File: config.mk
export PLATFORM = sky130hd
export DESIGN_NAME = motor_current_ripple_counter_core_flat
export DESIGN_NICKNAME = d
export VERILOG_FILES = /design/src/rtl/core/mcrc_pkg.sv /design/src/rtl/core/mcrc_if.sv /design/src/rtl/core/motor_current_ripple_counter_core.sv /design/src/flat_wrapper.sv
export SDC_FILE = /design/constraint.sdc
export NUM_CORES = 1
export LEC_CHECK = 0
export ABC_CLOCK_PERIOD_IN_PS = 9900
export BUFFER_PORTS_ARGS = -buffer_cell sky130_fd_sc_hd__buf_2
export CAP_MARGIN = 20
export CELL_PAD_IN_SITES_DETAIL_PLACEMENT = 0
export CELL_PAD_IN_SITES_GLOBAL_PLACEMENT = 1
export CORE_MARGIN = 4
export CORE_UTILIZATION = 49
export DETAILED_ROUTE_END_ITERATION = 12
export PLACE_DENSITY_LB_ADDON = 0.1
export SYNTH_ARGS = -nofsm -noshare
export SYNTH_HDL_FRONTEND = slang
export SYNTH_SLANG_ARGS = --single-unit
export TNS_END_PERCENT = 5
File: constraint.sdc
create_clock -name clk -period 9.9 [get_ports clk]
set_input_delay 1.98 -clock clk [delete_from_list [all_inputs] [get_ports clk]]
set_output_delay 1.98 -clock clk [all_outputs]
set_load 0.01 [all_outputs]
File: src/rtl/core/mcrc_pkg.sv
// Shared types and constants for the motor current ripple counter.
package mcrc_pkg;

    localparam int ALPHA_BITS    = 16;
    localparam int BLANK_BITS    = 8;
    localparam int MUL_CNT_BITS  = $clog2(ALPHA_BITS);
    localparam int APB_ADDR_BITS = 5;
    localparam int APB_DATA_BITS = 32;
    localparam int REG_IDX_BITS  = 3;

    localparam int HYST_MIN_UNITS = 5;
    localparam int DC_ONE_UNITS   = 1;

    localparam logic                  ENABLE_RST     = 1'b1;
    localparam logic [ALPHA_BITS-1:0] ALPHA_FAST_RST = 16'd655;
    localparam logic [ALPHA_BITS-1:0] ALPHA_SLOW_RST = 16'd164;
    localparam logic [ALPHA_BITS-1:0] HYST_FRAC_RST  = 16'd3277;
    localparam logic [BLANK_BITS-1:0] BLANK_TICKS_RST = 8'd5;

    typedef enum logic [REG_IDX_BITS-1:0] {
        REG_ENABLE      = 3'd0,
        REG_ALPHA_FAST  = 3'd1,
        REG_ALPHA_SLOW  = 3'd2,
        REG_HYST_FRAC   = 3'd3,
        REG_BLANK_TICKS = 3'd4
    } reg_idx_t;

    typedef enum logic [2:0] {
        ST_IDLE,
        ST_PREP,
        ST_MUL,
        ST_STEP,
        ST_HLOAD,
        ST_DETECT,
        ST_DONE
    } state_t;

endpackage

File: src/rtl/core/mcrc_if.sv
// Request and result channel interfaces of the motor current ripple counter.
interface mcrc_item_if #(
    parameter int SAMPLE_BITS = 12
);
    logic                   valid;
    logic                   ready;
    logic                   restart;
    logic                   drive_on;
    logic                   sample_valid;
    logic [SAMPLE_BITS-1:0] sample;

    modport source (output valid, restart, drive_on, sample_valid, sample, input ready);
    modport sink (input valid, restart, drive_on, sample_valid, sample, output ready);
endinterface

interface mcrc_result_if #(
    parameter int SAMPLE_BITS = 12,
    parameter int COUNT_BITS  = 16
);
    logic                   valid;
    logic                   ready;
    logic [COUNT_BITS-1:0]  ripple_count;
    logic                   edge_seen;
    logic                   above_level;
    logic                   blanking;
    logic [SAMPLE_BITS-1:0] dc_level;

    modport source (output valid, ripple_count, edge_seen, above_level, blanking, dc_level,
                    input ready);
    modport sink (input valid, ripple_count, edge_seen, above_level, blanking, dc_level,
                  output ready);
endinterface

File: src/rtl/core/motor_current_ripple_counter_core.sv
// Top level of the motor current ripple counter with its serial multiplier and APB registers.
//
//   channel  direction  handshake      payload
//   item     in         valid/ready    restart, drive_on, sample_valid, sample
//   result   out        valid/ready    ripple_count, edge_seen, above_level, blanking, dc_level
//   apb      in         psel/penable   register writes and reads, pready always high
//
// A request without a DC update runs prep and done only; a DC update adds the multiply and the
// step or a first-sample load, plus, outside blanking, the band multiply and hysteresis check.
// The shift-and-add multiplier handles one multiplier bit per cycle, serving the DC step and
// the band. Reset clears the estimate, the detector, the counter and the registers to defaults.
// A new request is taken once the previous one is finished; a stalled result is held in
// the output register while the next request is worked on.
module motor_current_ripple_counter_core
    import mcrc_pkg::*;
#(
    parameter int SAMPLE_BITS = 12,
    parameter int FRAC_BITS   = 16,
    parameter int COUNT_BITS  = 16
) (
    input  logic                     clk,
    input  logic                     rst_n,
    input  logic                     psel,
    input  logic                     penable,
    input  logic                     pwrite,
    input  logic [APB_ADDR_BITS-1:0] paddr,
    input  logic [APB_DATA_BITS-1:0] pwdata,
    output logic [APB_DATA_BITS-1:0] prdata,
    output logic                     pready,
    mcrc_item_if.sink                item,
    mcrc_result_if.source            result
);

    localparam int DC_BITS  = SAMPLE_BITS + FRAC_BITS;
    localparam int ACC_BITS = DC_BITS + ALPHA_BITS;
    localparam logic [DC_BITS-1:0] DC_ONE   = DC_BITS'(DC_ONE_UNITS) << FRAC_BITS;
    localparam logic [DC_BITS-1:0] HYST_MIN = DC_BITS'(HYST_MIN_UNITS) << FRAC_BITS;
    localparam logic [MUL_CNT_BITS-1:0] MUL_LAST = MUL_CNT_BITS'(ALPHA_BITS - 1);

    logic                   enable_reg;
    logic [ALPHA_BITS-1:0]  alpha_fast_reg;
    logic [ALPHA_BITS-1:0]  alpha_slow_reg;
    logic [ALPHA_BITS-1:0]  hyst_frac_reg;
    logic [BLANK_BITS-1:0]  blank_ticks_reg;
    logic                   cfg_write;
    reg_idx_t               cfg_idx;

    state_t                 state_reg, state_next;
    logic [DC_BITS-1:0]     dc_reg, dc_next;
    logic                   above_reg, above_next;
    logic [COUNT_BITS-1:0]  count_reg, count_next;
    logic                   drive_was_on_reg, drive_was_on_next;
    logic [BLANK_BITS-1:0]  blank_left_reg, blank_left_next;
    logic [MUL_CNT_BITS-1:0] mcnt_reg, mcnt_next;
    logic                   hyst_phase_reg, hyst_phase_next;
    logic                   fast_reg, fast_next;
    logic                   dir_up_reg, dir_up_next;
    logic                   edge_reg, edge_next;
    logic                   blank_flag_reg, blank_flag_next;
    logic                   out_valid_reg, out_valid_next;

    logic                   drive_reg, drive_next;
    logic                   svalid_reg, svalid_next;
    logic [SAMPLE_BITS-1:0] sample_reg, sample_next;
    logic [ACC_BITS-1:0]    acc_reg, acc_next;
    logic [DC_BITS-1:0]     mcand_reg, mcand_next;
    logic [ALPHA_BITS-1:0]  mult_reg, mult_next;
    logic                   out_load;
    logic [COUNT_BITS-1:0]  out_count_reg;
    logic                   out_edge_reg;
    logic                   out_above_reg;
    logic                   out_blank_reg;
    logic [SAMPLE_BITS-1:0] out_dc_reg;

    logic [DC_BITS-1:0]     s_fix;
    logic [DC_BITS-1:0]     acc_hi;
    logic [DC_BITS:0]       mul_sum;
    logic [DC_BITS:0]       step_raw;
    logic [DC_BITS-1:0]     step;
    logic [DC_BITS-1:0]     hyst;
    logic [DC_BITS:0]       low_sum;
    logic [DC_BITS:0]       high_sum;
    logic [BLANK_BITS-1:0]  blank_start;
    logic                   update_dc;

    assign pready    = 1'b1;
    assign cfg_write = psel && penable && pwrite;
    assign cfg_idx   = reg_idx_t'(paddr[APB_ADDR_BITS-1:2]);

    always_comb
    begin
        case (cfg_idx)
            REG_ENABLE:      prdata = APB_DATA_BITS'(enable_reg);
            REG_ALPHA_FAST:  prdata = APB_DATA_BITS'(alpha_fast_reg);
            REG_ALPHA_SLOW:  prdata = APB_DATA_BITS'(alpha_slow_reg);
            REG_HYST_FRAC:   prdata = APB_DATA_BITS'(hyst_frac_reg);
            REG_BLANK_TICKS: prdata = APB_DATA_BITS'(blank_ticks_reg);
            default:         prdata = '0;
        endcase
    end

    always_ff @(posedge clk or negedge rst_n)
    begin
        if (!rst_n)
        begin
            enable_reg      <= ENABLE_RST;
            alpha_fast_reg  <= ALPHA_FAST_RST;
            alpha_slow_reg  <= ALPHA_SLOW_RST;
            hyst_frac_reg   <= HYST_FRAC_RST;
            blank_ticks_reg <= BLANK_TICKS_RST;
        end
        else if (cfg_write)
        begin
            case (cfg_idx)
                REG_ENABLE:      enable_reg      <= pwdata[0];
                REG_ALPHA_FAST:  alpha_fast_reg  <= pwdata[ALPHA_BITS-1:0];
                REG_ALPHA_SLOW:  alpha_slow_reg  <= pwdata[ALPHA_BITS-1:0];
                REG_HYST_FRAC:   hyst_frac_reg   <= pwdata[ALPHA_BITS-1:0];
                REG_BLANK_TICKS: blank_ticks_reg <= pwdata[BLANK_BITS-1:0];
                default:         ;
            endcase
        end
    end

    assign item.ready = (state_reg == ST_IDLE);
    assign s_fix      = {sample_reg, {FRAC_BITS{1'b0}}};
    assign acc_hi     = acc_reg[ACC_BITS-1:ALPHA_BITS];
    assign mul_sum    = {1'b0, acc_hi} + (mult_reg[0] ? {1'b0, mcand_reg} : '0);
    assign step_raw   = {1'b0, acc_hi} + (DC_BITS + 1)'(acc_reg[ALPHA_BITS-1]);
    assign step       = (step_raw > {1'b0, mcand_reg}) ? mcand_reg : step_raw[DC_BITS-1:0];
    assign hyst       = (acc_hi < HYST_MIN) ? HYST_MIN : acc_hi;
    assign low_sum    = {1'b0, s_fix} + {1'b0, hyst};
    assign high_sum   = {1'b0, dc_reg} + {1'b0, hyst};
    assign blank_start = drive_was_on_reg ? blank_left_reg : blank_ticks_reg;

    always_comb
    begin
        state_next        = state_reg;
        dc_next           = dc_reg;
        above_next        = above_reg;
        count_next        = count_reg;
        drive_was_on_next = drive_was_on_reg;
        blank_left_next   = blank_left_reg;
        mcnt_next         = mcnt_reg;
        hyst_phase_next   = hyst_phase_reg;
        fast_next         = fast_reg;
        dir_up_next       = dir_up_reg;
        edge_next         = edge_reg;
        blank_flag_next   = blank_flag_reg;
        drive_next        = drive_reg;
        svalid_next       = svalid_reg;
        sample_next       = sample_reg;
        acc_next          = acc_reg;
        mcand_next        = mcand_reg;
        mult_next         = mult_reg;
        out_load          = 1'b0;
        update_dc         = 1'b0;
        out_valid_next    = out_valid_reg && !result.ready;

        case (state_reg)
            ST_IDLE:
            begin
                if (item.valid)
                begin
                    drive_next  = item.drive_on;
                    svalid_next = item.sample_valid;
                    sample_next = item.sample;
                    if (item.restart)
                    begin
                        dc_next           = '0;
                        above_next        = 1'b0;
                        count_next        = '0;
                        drive_was_on_next = 1'b0;
                        blank_left_next   = '0;
                    end
                    state_next = ST_PREP;
                end
            end
            ST_PREP:
            begin
                edge_next       = 1'b0;
                blank_flag_next = 1'b0;
                fast_next       = 1'b0;
                state_next      = ST_DONE;
                if (enable_reg)
                begin
                    if (!drive_reg)
                    begin
                        drive_was_on_next = 1'b0;
                    end
                    else
                    begin
                        drive_was_on_next = 1'b1;
                        if (blank_start != '0)
                        begin
                            blank_left_next = blank_start - 1'b1;
                            blank_flag_next = 1'b1;
                            mult_next       = alpha_slow_reg;
                        end
                        else
                        begin
                            blank_left_next = '0;
                            fast_next       = 1'b1;
                            mult_next       = alpha_fast_reg;
                        end
                        update_dc = svalid_reg;
                    end
                end
                if (update_dc)
                begin
                    if (dc_reg < DC_ONE)
                    begin
                        dc_next    = s_fix;
                        state_next = (blank_start != '0) ? ST_DONE : ST_HLOAD;
                    end
                    else
                    begin
                        dir_up_next     = (s_fix >= dc_reg);
                        mcand_next      = (s_fix >= dc_reg) ? (s_fix - dc_reg) : (dc_reg - s_fix);
                        acc_next        = '0;
                        mcnt_next       = '0;
                        hyst_phase_next = 1'b0;
                        state_next      = ST_MUL;
                    end
                end
            end
            ST_MUL:
            begin
                acc_next  = {mul_sum, acc_reg[ALPHA_BITS-1:1]};
                mult_next = mult_reg >> 1;
                mcnt_next = mcnt_reg + 1'b1;
                if (mcnt_reg == MUL_LAST)
                begin
                    state_next = hyst_phase_reg ? ST_DETECT : ST_STEP;
                end
            end
            ST_STEP:
            begin
                dc_next    = dir_up_reg ? (dc_reg + step) : (dc_reg - step);
                state_next = fast_reg ? ST_HLOAD : ST_DONE;
            end
            ST_HLOAD:
            begin
                mcand_next      = dc_reg;
                mult_next       = hyst_frac_reg;
                acc_next        = '0;
                mcnt_next       = '0;
                hyst_phase_next = 1'b1;
                state_next      = ST_MUL;
            end
            ST_DETECT:
            begin
                if (above_reg)
                begin
                    if (low_sum < {1'b0, dc_reg})
                    begin
                        above_next = 1'b0;
                    end
                end
                else if ({1'b0, s_fix} > high_sum)
                begin
                    above_next = 1'b1;
                    edge_next  = 1'b1;
                    if (count_reg != '1)
                    begin
                        count_next = count_reg + 1'b1;
                    end
                end
                state_next = ST_DONE;
            end
            ST_DONE:
            begin
                if (!out_valid_reg || result.ready)
                begin
                    out_load       = 1'b1;
                    out_valid_next = 1'b1;
                    state_next     = ST_IDLE;
                end
            end
            default:
            begin
                state_next = ST_IDLE;
            end
        endcase
    end

    always_ff @(posedge clk or negedge rst_n)
    begin
        if (!rst_n)
        begin
            state_reg        <= ST_IDLE;
            dc_reg           <= '0;
            above_reg        <= 1'b0;
            count_reg        <= '0;
            drive_was_on_reg <= 1'b0;
            blank_left_reg   <= '0;
            mcnt_reg         <= '0;
            hyst_phase_reg   <= 1'b0;
            fast_reg         <= 1'b0;
            dir_up_reg       <= 1'b0;
            edge_reg         <= 1'b0;
            blank_flag_reg   <= 1'b0;
            out_valid_reg    <= 1'b0;
        end
        else
        begin
            state_reg        <= state_next;
            dc_reg           <= dc_next;
            above_reg        <= above_next;
            count_reg        <= count_next;
            drive_was_on_reg <= drive_was_on_next;
            blank_left_reg   <= blank_left_next;
            mcnt_reg         <= mcnt_next;
            hyst_phase_reg   <= hyst_phase_next;
            fast_reg         <= fast_next;
            dir_up_reg       <= dir_up_next;
            edge_reg         <= edge_next;
            blank_flag_reg   <= blank_flag_next;
            out_valid_reg    <= out_valid_next;
        end
    end

    always_ff @(posedge clk)
    begin
        drive_reg  <= drive_next;
        svalid_reg <= svalid_next;
        sample_reg <= sample_next;
        acc_reg    <= acc_next;
        mcand_reg  <= mcand_next;
        mult_reg   <= mult_next;
        if (out_load)
        begin
            out_count_reg <= count_reg;
            out_edge_reg  <= edge_reg;
            out_above_reg <= above_reg;
            out_blank_reg <= blank_flag_reg;
            out_dc_reg    <= dc_reg[DC_BITS-1:FRAC_BITS];
        end
    end

    assign result.valid        = out_valid_reg;
    assign result.ripple_count = out_count_reg;
    assign result.edge_seen    = out_edge_reg;
    assign result.above_level  = out_above_reg;
    assign result.blanking     = out_blank_reg;
    assign result.dc_level     = out_dc_reg;

    a_edge_sets_above: assert property (@(posedge clk) disable iff (!rst_n)
        result.valid && result.edge_seen |-> result.above_level)
        else $error("Counted edge without the detector above the band.");

    a_edge_not_blanked: assert property (@(posedge clk) disable iff (!rst_n)
        result.valid |-> !(result.edge_seen && result.blanking))
        else $error("Edge counted during blanking.");

    a_count_source: assert property (@(posedge clk) disable iff (!rst_n)
        !$stable(count_reg) |-> $past(state_reg == ST_DETECT)
                                || $past(state_reg == ST_IDLE && item.valid))
        else $error("Ripple count changed outside detection or restart.");

    a_mul_count_idle: assert property (@(posedge clk) disable iff (!rst_n)
        state_reg != ST_MUL |-> mcnt_reg == '0)
        else $error("Multiplier step count left nonzero.");

endmodule

File: src/flat_wrapper.sv
// flat-port wrapper written by rule: the top's interface ports become plain ports
module motor_current_ripple_counter_core_flat import mcrc_pkg::*;
#(
    parameter int SAMPLE_BITS = 12,
    parameter int FRAC_BITS   = 16,
    parameter int COUNT_BITS  = 16
)
  (clk, rst_n, psel, penable, pwrite, paddr, pwdata, prdata, pready, item_valid, item_restart, item_drive_on, item_sample_valid, item_sample, item_ready, result_valid, result_ripple_count, result_edge_seen, result_above_level, result_blanking, result_dc_level, result_ready);
  mcrc_item_if #(.SAMPLE_BITS(SAMPLE_BITS)) item_i ();
  mcrc_result_if #(.SAMPLE_BITS(SAMPLE_BITS), .COUNT_BITS(COUNT_BITS)) result_i ();
  input  logic clk;
  input  logic rst_n;
  input  logic psel;
  input  logic penable;
  input  logic pwrite;
  input  logic [APB_ADDR_BITS-1:0] paddr;
  input  logic [APB_DATA_BITS-1:0] pwdata;
  output logic [APB_DATA_BITS-1:0] prdata;
  output logic pready;
  input wire logic [$bits(item_i.valid)-1:0] item_valid;
  input wire logic [$bits(item_i.restart)-1:0] item_restart;
  input wire logic [$bits(item_i.drive_on)-1:0] item_drive_on;
  input wire logic [$bits(item_i.sample_valid)-1:0] item_sample_valid;
  input wire logic [$bits(item_i.sample)-1:0] item_sample;
  output wire logic [$bits(item_i.ready)-1:0] item_ready;
  output wire logic [$bits(result_i.valid)-1:0] result_valid;
  output wire logic [$bits(result_i.ripple_count)-1:0] result_ripple_count;
  output wire logic [$bits(result_i.edge_seen)-1:0] result_edge_seen;
  output wire logic [$bits(result_i.above_level)-1:0] result_above_level;
  output wire logic [$bits(result_i.blanking)-1:0] result_blanking;
  output wire logic [$bits(result_i.dc_level)-1:0] result_dc_level;
  input wire logic [$bits(result_i.ready)-1:0] result_ready;
  assign item_i.valid = item_valid;
  assign item_i.restart = item_restart;
  assign item_i.drive_on = item_drive_on;
  assign item_i.sample_valid = item_sample_valid;
  assign item_i.sample = item_sample;
  assign item_ready = item_i.ready;
  assign result_valid = result_i.valid;
  assign result_ripple_count = result_i.ripple_count;
  assign result_edge_seen = result_i.edge_seen;
  assign result_above_level = result_i.above_level;
  assign result_blanking = result_i.blanking;
  assign result_dc_level = result_i.dc_level;
  assign result_i.ready = result_ready;
  motor_current_ripple_counter_core #(.SAMPLE_BITS(SAMPLE_BITS), .FRAC_BITS(FRAC_BITS), .COUNT_BITS(COUNT_BITS)) u_core (.clk(clk), .rst_n(rst_n), .psel(psel), .penable(penable), .pwrite(pwrite), .paddr(paddr), .pwdata(pwdata), .prdata(prdata), .pready(pready), .item(item_i), .result(result_i));
endmodule
=== After elaboration in Yosys (flattened, before gate mapping) ===
Cells that the tools add are included.

* Register bits: 257
* Bits of input ports: 59
* Output and inout bits: 66
* Word-level logic and storage cells: 177

* Add/subtract/negate cells: 11
* Magnitude comparators: 6
* Equal/unequal tests: 24
* Multiplexer cells: 74
* Bitwise operators: 1
* Reductions and logical operators: 32

{| class="wikitable"
|+ Operators by type and width
! kind !! number
|-
| $mux 28 || 11
|-
| $pmux 44 s3 || 1
|-
| $mux 16 || 8
|-
| $mux 44 || 2
|-
| $pmux 28 s3 || 1
|-
| $sub 28x28->28 || 3
|-
| $pmux 16 s5 || 1
|-
| $add 28x28->29 || 2
|-
| $pmux 28 s2 || 1
|-
| $mux 8 || 6
|-
| $pmux 16 s3 || 1
|-
| $pmux 16 s2 || 1
|-
| $add 28x1->29 || 1
|-
| $add 28x29->29 || 1
|-
| $gt 28x29->1 || 1
|-
| $gt 29x28->1 || 1
|-
| $lt 29x28->1 || 1
|-
| $add 28x28->28 || 1
|-
| $ge 28x28->1 || 1
|-
| $lt 28x17->1 const B || 1
|-
| $lt 28x19->1 const B || 1
|-
| $mux 1 || 24
|-
| $pmux 3 s7 || 1
|-
| $reduce_and 3->1 || 7
|-
| other kinds (28) || 69
|}

=== Longest topological paths before layout ===
Gate-level depths: netlist (run 1).

* Depth after elaboration: 7
* Depth in mapped cells: 35
* Mapped depth without buffers: 32

=== Worst setup path after synthesis (run 1) ===
Ideal clock, no wire load.

* Path kind: register to register
* Start point: register u_core.acc_reg[16]
* End point: register u_core.dc_reg[27]
* Setup time: 133 ps
* Data arrival time: 7,247 ps
* Required time: 9,767 ps
* Slack: 2,520 ps
* Cell stages (with the launch flop): 34
* Buffers on the path: 4
* Period minus slack after synthesis: 7,380 ps
* Cell sequence: edfxtp_1 ha_1 nand3_1 or2_2 clkbuf_1 nor3_1 nand3_1 xnor2_1 ha_1 nand2_1 o21ai_0 a2111oi_0 a2111oi_0 nor3_1 nor2_1 clkbuf_1 buf_2 buf_2 nor2_1 a21oi_1 ha_1 mux2_2 ha_1 a21o_1 a21o_1 a2111oi_0 o211a_1 o21ai_0 a32o_1 o221a_2 a311oi_1 o21ai_0 xnor2_1 o21ai_0

* Cells in the longest elaborated chain, start to end: 6
* Elaborated cells on any way between the ends: 7
* Classes of those cells: 3 x add/sub; 1 x order compare; 3 x mux

{| class="wikitable"
|+ Ends and longest elaborated chain
! item !! RTL line !! RTL
|-
| from (decl) || motor_current_ripple_counter_core.sv:65 || <nowiki>logic [ACC_BITS-1:0] acc_reg, acc_next;</nowiki>
|-
| from (signal assigned) || motor_current_ripple_counter_core.sv:328 || <nowiki>acc_reg <= acc_next;</nowiki>
|-
| $add 28x1->29 (*) || motor_current_ripple_counter_core.sv:129 || <nowiki>assign step_raw = {1'b0, acc_hi} + (DC_BITS + 1)'(acc_reg[ALPHA_BITS-1]);</nowiki>
|-
| $gt 29x28->1 || motor_current_ripple_counter_core.sv:130 || <nowiki>assign step = (step_raw > {1'b0, mcand_reg}) ? mcand_reg : step_raw[DC_BITS-1:0];</nowiki>
|-
| $mux 28 (*) || motor_current_ripple_counter_core.sv:130 ||
|-
| $sub 28x28->28 or $add 28x28->28 (tied branches) || motor_current_ripple_counter_core.sv:239 || <nowiki>dc_next = dir_up_reg ? (dc_reg + step) : (dc_reg - step);</nowiki>
|-
| $mux 28 (*) || motor_current_ripple_counter_core.sv:239 ||
|-
| $pmux 28 s3 (*) || motor_current_ripple_counter_core.sv:160 || <nowiki>case (state_reg)</nowiki>
|-
| to (signal assigned) || motor_current_ripple_counter_core.sv:308 || <nowiki>dc_reg <= dc_next;</nowiki>
|-
| to (decl) || motor_current_ripple_counter_core.sv:49 || <nowiki>logic [DC_BITS-1:0] dc_reg, dc_next;</nowiki>
|}

Every way passes the cells marked *; elsewhere a longest branch is shown, timed or not.
A chain may end at the register's enable or synchronous reset.

=== Final worst setup path (run 1) ===
Same ends and word-level chain as after synthesis.

==> results.ini, run 1 <==
[timing]
hold_viol = 0
fin_crit_ns = 8.59
fmax_mhz = 116
rsz0062_at_grt = false
fin_worst_skew_ns = 0.0123
relSlewSlack_pct = 26.4
setup_viol = 0
fin_setup_tns_ns = 0
finalCritPeriodShare_pct = 86.7
maxSlewViolCount = 0
tightest_slew_ns = 1.10

[clock_tree]
cts_buffers = 29
h-tree-depth = 1
clock_latency_ns = 0.59
post_cts_buffers = 0
cts_max_path_buffers = 3
clockRootBuffer = clkbuf_16
cts_hold_buf = 0
ctsResizeCount = 0
cts_tree = yes
cts.sinks = 242
clk_pin_slew_ns = 0.06

[floorplan]
die_width_microns = 209
die_y_microns = 209
rows = 73
die-area_sq_um = 43800
pin_count = 125
start_util_pct = 49.8
coreArea_sq_um = 39900

[cells_and_area]
fin_nets = 2497
areaGrowthSynthToFinish_pct = 8.81
instances_no_fill = 2779
fin_util_pct = 54.1
antenna_cells = 0
final_common_cell = ha_1
largest_reg_flops = 29
n_fill_cell = 3717
regArea_sq_um = 6670
layout_common_cells = ha_1 (202), nor2_1 (170), a21oi_1 (156)
final_area_sq_um = 21600
final_layout_size_suffix_gt1_share_pct = 12.2
multi_input_comb_area_sq_um = 12300

[place]
portBuffers = 89
placed_cells = 2725
placed_area_sq_um = 20700
dp_hpwl_microns = 43600
place.gp.congestion = 0.910

[grt]
use_met1_pct = 35.0
overflow = 0
grt_pass1_wl_microns = 89400
grt_usage_pct = 25.1
grt_pass1_vias = 16300
grt_max_degree = 66
grt_busiest_layer = met2
grt_use_met3_pct = 3.92
met2_usage_pct = 40.6
antenna_found_initial = 0

[synth]
yosysWarningCount = 0
synth_top_area_share_pct = 17.8
synth_area_leaders = edfxtp_1 (18%), dfrtp_1 (13%), ha_1 (13%)
netlist_instances = 2178
synthFlopType = edfxtp_1
synth_seq_cells = 242
postSynthAreaPerCell_sq_um = 9.12
synth_edf_count = 118
synthArstFlopShare_pct = 51.2
ys_types = 89
synth_top_area_cell = edfxtp_1
ys_seq_area_share_pct = 33.6
synth_area_sq_um = 19900

[setup_path]
cp_max_fo = 16
endpoint_kind = flop
arrival_ns = 9.01
start_kind = flop
slowest_stage = nor4_1
required_ns = 10.32
crit_top_cell = ha_1
crit_family = compound AO/OA/AOI/OAI gates
criticalPathCategory = reg2reg
crit_buf_inv = 5
cpPeakStageDelay_ns = 0.62

[pwr]
power_density_nw_per_um2 = 393
p_leak_nw = 9.36
ir_drop_mv = 0.170

[drt]
dr.pass1.iters = 5
vias = 16400
antenna_left = 0
wirelength_microns = 57000
vias_per_cell = 5.91
wl_per_cell_microns = 20.5
route.detailed.drc = 0
drtIter0Drc = 972

[status]
outcome = finished clean

[run]
drv_cap = 0

[min_path]
hold_path_class = reg2reg

-- worst paths after layout --
| kind | depth (start not counted) | startpoint | slack, ns | end |
|---|---|---|---|---|
| worst max-delay path | 32 | u_core.acc_reg[16] | 1.31 | u_core.dc_reg[27] |
| worst min-delay path | 0 | u_core.blank_flag_reg | 0.45 | u_core.result.blanking |
| worst max register to register | 32 | u_core.acc_reg[16] | 1.31 | u_core.dc_reg[27] |
| worst min register to register | 0 | u_core.blank_flag_reg | 0.45 | u_core.result.blanking |
| max in group asynchronous | 2 | rst_n | 7.21 | u_core.hyst_frac_reg[1] |
| min in group asynchronous | 1 | rst_n | 1.40 | u_core.dc_reg[27] |
-- final cells by class --
type / instances / area share (%)
multi-input cells: 1720 / 57.0
flip-flops and latches: 242 / 30.9
clock buffers: 35 / 3.51
well taps: 525 / 3.04
repair buffers: 105 / 2.65
inverters: 133 / 2.31
clock inverters: 19 / 0.625
-- metal layers --
metal | up-vias | part of all wire [%]
met5 | - | 0
met1 | 7938 | 46
li1 | 8038 | -
met2 | 359 | 46
met4 | 0 | 3.4
met3 | 98 | 5.2
-- Yosys cell counts (all sizes together), types with 49 or more instances --
library cell and count:
inv 132, edfxtp 118, nand3 64, nand2 127, mux2 71, a21oi 159, and2 51, nor2 173
clkbuf 65, a21o 54, nor3 49, dfrtp 105, xnor2 118, ha 202, o21ai 117
-- stage by stage --
step | hold WS (ns) | setup slack [ns] | total power [mW]
after floorplan | 0.425 | 2.52 | 5.97
after global placement | 0.436 | 1.35 | 7.31
after detailed placement | 0.446 | 1.32 | 7.39
after CTS | 0.454 | 1.28 | 8.47
after global routing | 0.479 | 0.367 | 9.25
final | 0.446 | 1.31 | 8.49
-- report_power, final --
part,internal (mW),switching (mW),leakage (nW)
sequential,1.50,0.477,2.69
clock,0.572,0.454,0.438
combinational,2.26,3.23,6.23
total,4.33,4.16,9.36
-- cell families after synthesis --
kind of cell | count (synthesis) | share of synthesized area (%)
xor+xnor | 162 | 7.14
other cells | 2 | 0.0378
buf+inv | 231 | 4.77
fa+ha+maj | 207 | 13.2
mux | 120 | 6.56
compound gates | 556 | 17.9
simple gates | 658 | 16.8
flops | 242 | 33.6
(Power assumes the default switching activity.)
==> run 2, diff against run 1 <==
Settings changed: BUFFER_PORTS_ARGS -buffer_cell sky130_fd_sc_hd__buf_2 to -buffer_cell sky130_fd_sc_hd__clkbuf_2.
==> run 2 against run 1 <==
Effect of this change: hold slack better by 0.0061 ns; flip-flop and latch count stayed put; fmax is 3.6% higher; combinational power hardly changed; sequential share of layout area is 0.094 points lower; core utilization is 0.17 points higher; worst setup slack better by 0.30 ns; via count is 0.65% higher; non-clock buffer count stayed put; critical path type unchanged; critical endpoint unchanged; largest power group unchanged; highest routed layer is now met5.
==> results.ini, run 2 (synthesized netlist as in run 1, its figures left out) <==
[status]
outcome = finished clean

[timing]
maxSlewViolCount = 0
finalCritPeriodShare_pct = 83.7
fin_crit_ns = 8.29
tightest_slew_ns = 1.04
hold_viol = 0
relSlewSlack_pct = 30.6
rsz0062_at_grt = false
setup_viol = 0
fmax_mhz = 121
fin_setup_tns_ns = 0
fin_worst_skew_ns = 0.0384

[min_path]
hold_path_class = reg2reg

[clock_tree]
clockRootBuffer = clkbuf_16
clk_pin_slew_ns = 0.06
cts.sinks = 242
clock_latency_ns = 0.61
cts_hold_buf = 0
h-tree-depth = 1
cts_buffers = 30
post_cts_buffers = 0
cts_max_path_buffers = 3
cts_tree = yes
ctsResizeCount = 0

[grt]
grt_pass1_wl_microns = 89500
grt_usage_pct = 25.2
antenna_found_initial = 2
grt_pass1_vias = 16200
grt_max_degree = 68
overflow = 0

[floorplan]
die-area_sq_um = 43800
die_width_microns = 209
die_y_microns = 209
start_util_pct = 49.8
rows = 73
pin_count = 125
coreArea_sq_um = 39900

[place]
portBuffers = 89
dp_hpwl_microns = 43400
placed_area_sq_um = 20700
place.gp.congestion = 0.925

[setup_path]
start_kind = flop
crit_top_cell = ha_1
criticalPathCategory = reg2reg
required_ns = 10.33
endpoint_kind = flop
crit_family = compound AO/OA/AOI/OAI gates
arrival_ns = 8.71
cp_max_fo = 8
slowest_stage = nor4_1
crit_buf_inv = 5
cpPeakStageDelay_ns = 0.62

[pwr]
ir_drop_mv = 0.158
p_leak_nw = 9.39
power_density_nw_per_um2 = 394

[cells_and_area]
final_area_sq_um = 21700
fin_nets = 2498
antenna_cells = 0
layout_common_cells = ha_1 (202), nor2_1 (170), a21oi_1 (156)
areaGrowthSynthToFinish_pct = 9.15
final_layout_size_suffix_gt1_share_pct = 12.4
final_common_cell = ha_1
largest_reg_flops = 29

[drt]
drtIter0Drc = 1016
wl_per_cell_microns = 20.6
wirelength_microns = 57200
vias_per_cell = 5.95
antenna_left = 0
route.detailed.drc = 0
dr.pass1.iters = 5
vias = 16500

[run]
drv_cap = 0

run 2: cell types whose count changed in the layout (fill, tap and decap cells not counted), moves of 2 or more:
cell | previous run | this run
buf_2 | 88 | 0
clkbuf_1 | 5 | 7
clkbuf_2 | 0 | 88
clkbuf_8 | 1 | 6
clkinv_1 | 8 | 3
clkinv_2 | 7 | 5
run 2: final cells by class:
| type | count | area (sq um) |
|---|---|---|
| multi-input combinational | 1720 | 12300 |
| tap | 525 | 657 |
| fill | 3767 | 18200 |
| sequential | 242 | 6670 |
| clock buffer | 43 | 860 |
| clock inverter | 13 | 100 |
| inverter | 133 | 499 |
| timing repair buffer | 105 | 572 |
run 2: report_power, final:
part           internal (mW)  total, mW  switching (mW)
Sequential              1.50       1.98           0.479
Clock                  0.605       1.07           0.463
Combinational           2.26       5.48            3.22
Total                   4.37       8.53            4.16
run 2: final timing paths:
check,from,to,slack [ns],cells past startpoint
hold reg to reg,u_core.blank_flag_reg,u_core.result.blanking,0.45,0
max in group asynchronous,rst_n,u_core.blank_left_reg[5],7.18,2
setup reg to reg,u_core.acc_reg[16],u_core.dc_reg[27],1.61,32
min in group asynchronous,rst_n,u_core.dc_reg[22],1.39,1
hold / removal,u_core.blank_flag_reg,u_core.result.blanking,0.45,0
setup / recovery,u_core.acc_reg[16],u_core.dc_reg[27],1.61,32
run 2: layer usage:
| metal | global-route usage (%) | vias up | wire [microns] |
|---|---|---|---|
| met3 | 4.13 | 78 | 3220 |
| li1 | - | 8022 | - |
| met4 | 6.23 | 2 | 1410 |
| met5 | 0 | - | 13 |
| met2 | 41.6 | 410 | 26600 |
| met1 | 35.0 | 8028 | 26000 |
run 2: per-stage QoR:
step / power (mW) / utilization, % / setup slack (ns) / cells / hold slack (ns)
after floorplan: 5.97 / - / 2.52 / 2193 / 0.425
after detailed placement: 7.38 / 51.9 / 1.68 / 2725 / 0.438
after global placement: 7.31 / 51.9 / 1.64 / 2725 / 0.438
final: 8.53 / 54.3 / 1.61 / 2781 / 0.452
after CTS: 8.51 / 54.3 / 1.66 / 2781 / 0.456
after global routing: 9.28 / 54.3 / 1.06 / 2781 / 0.473
run 2: worst register-to-register path: cells and delay by family, from the launching register on:
kind / cells / cell delay (ns)
AO/OA/AOI/OAI: 12 / 2.90
XOR/XNOR: 2 / 0.49
adder cells (fa/ha/maj): 4 / 1.17
buffers and inverters: 5 / 0.64
flip-flops: 1 / 0.40
multiplexers: 1 / 0.28
AND/OR/NAND/NOR: 8 / 2.26
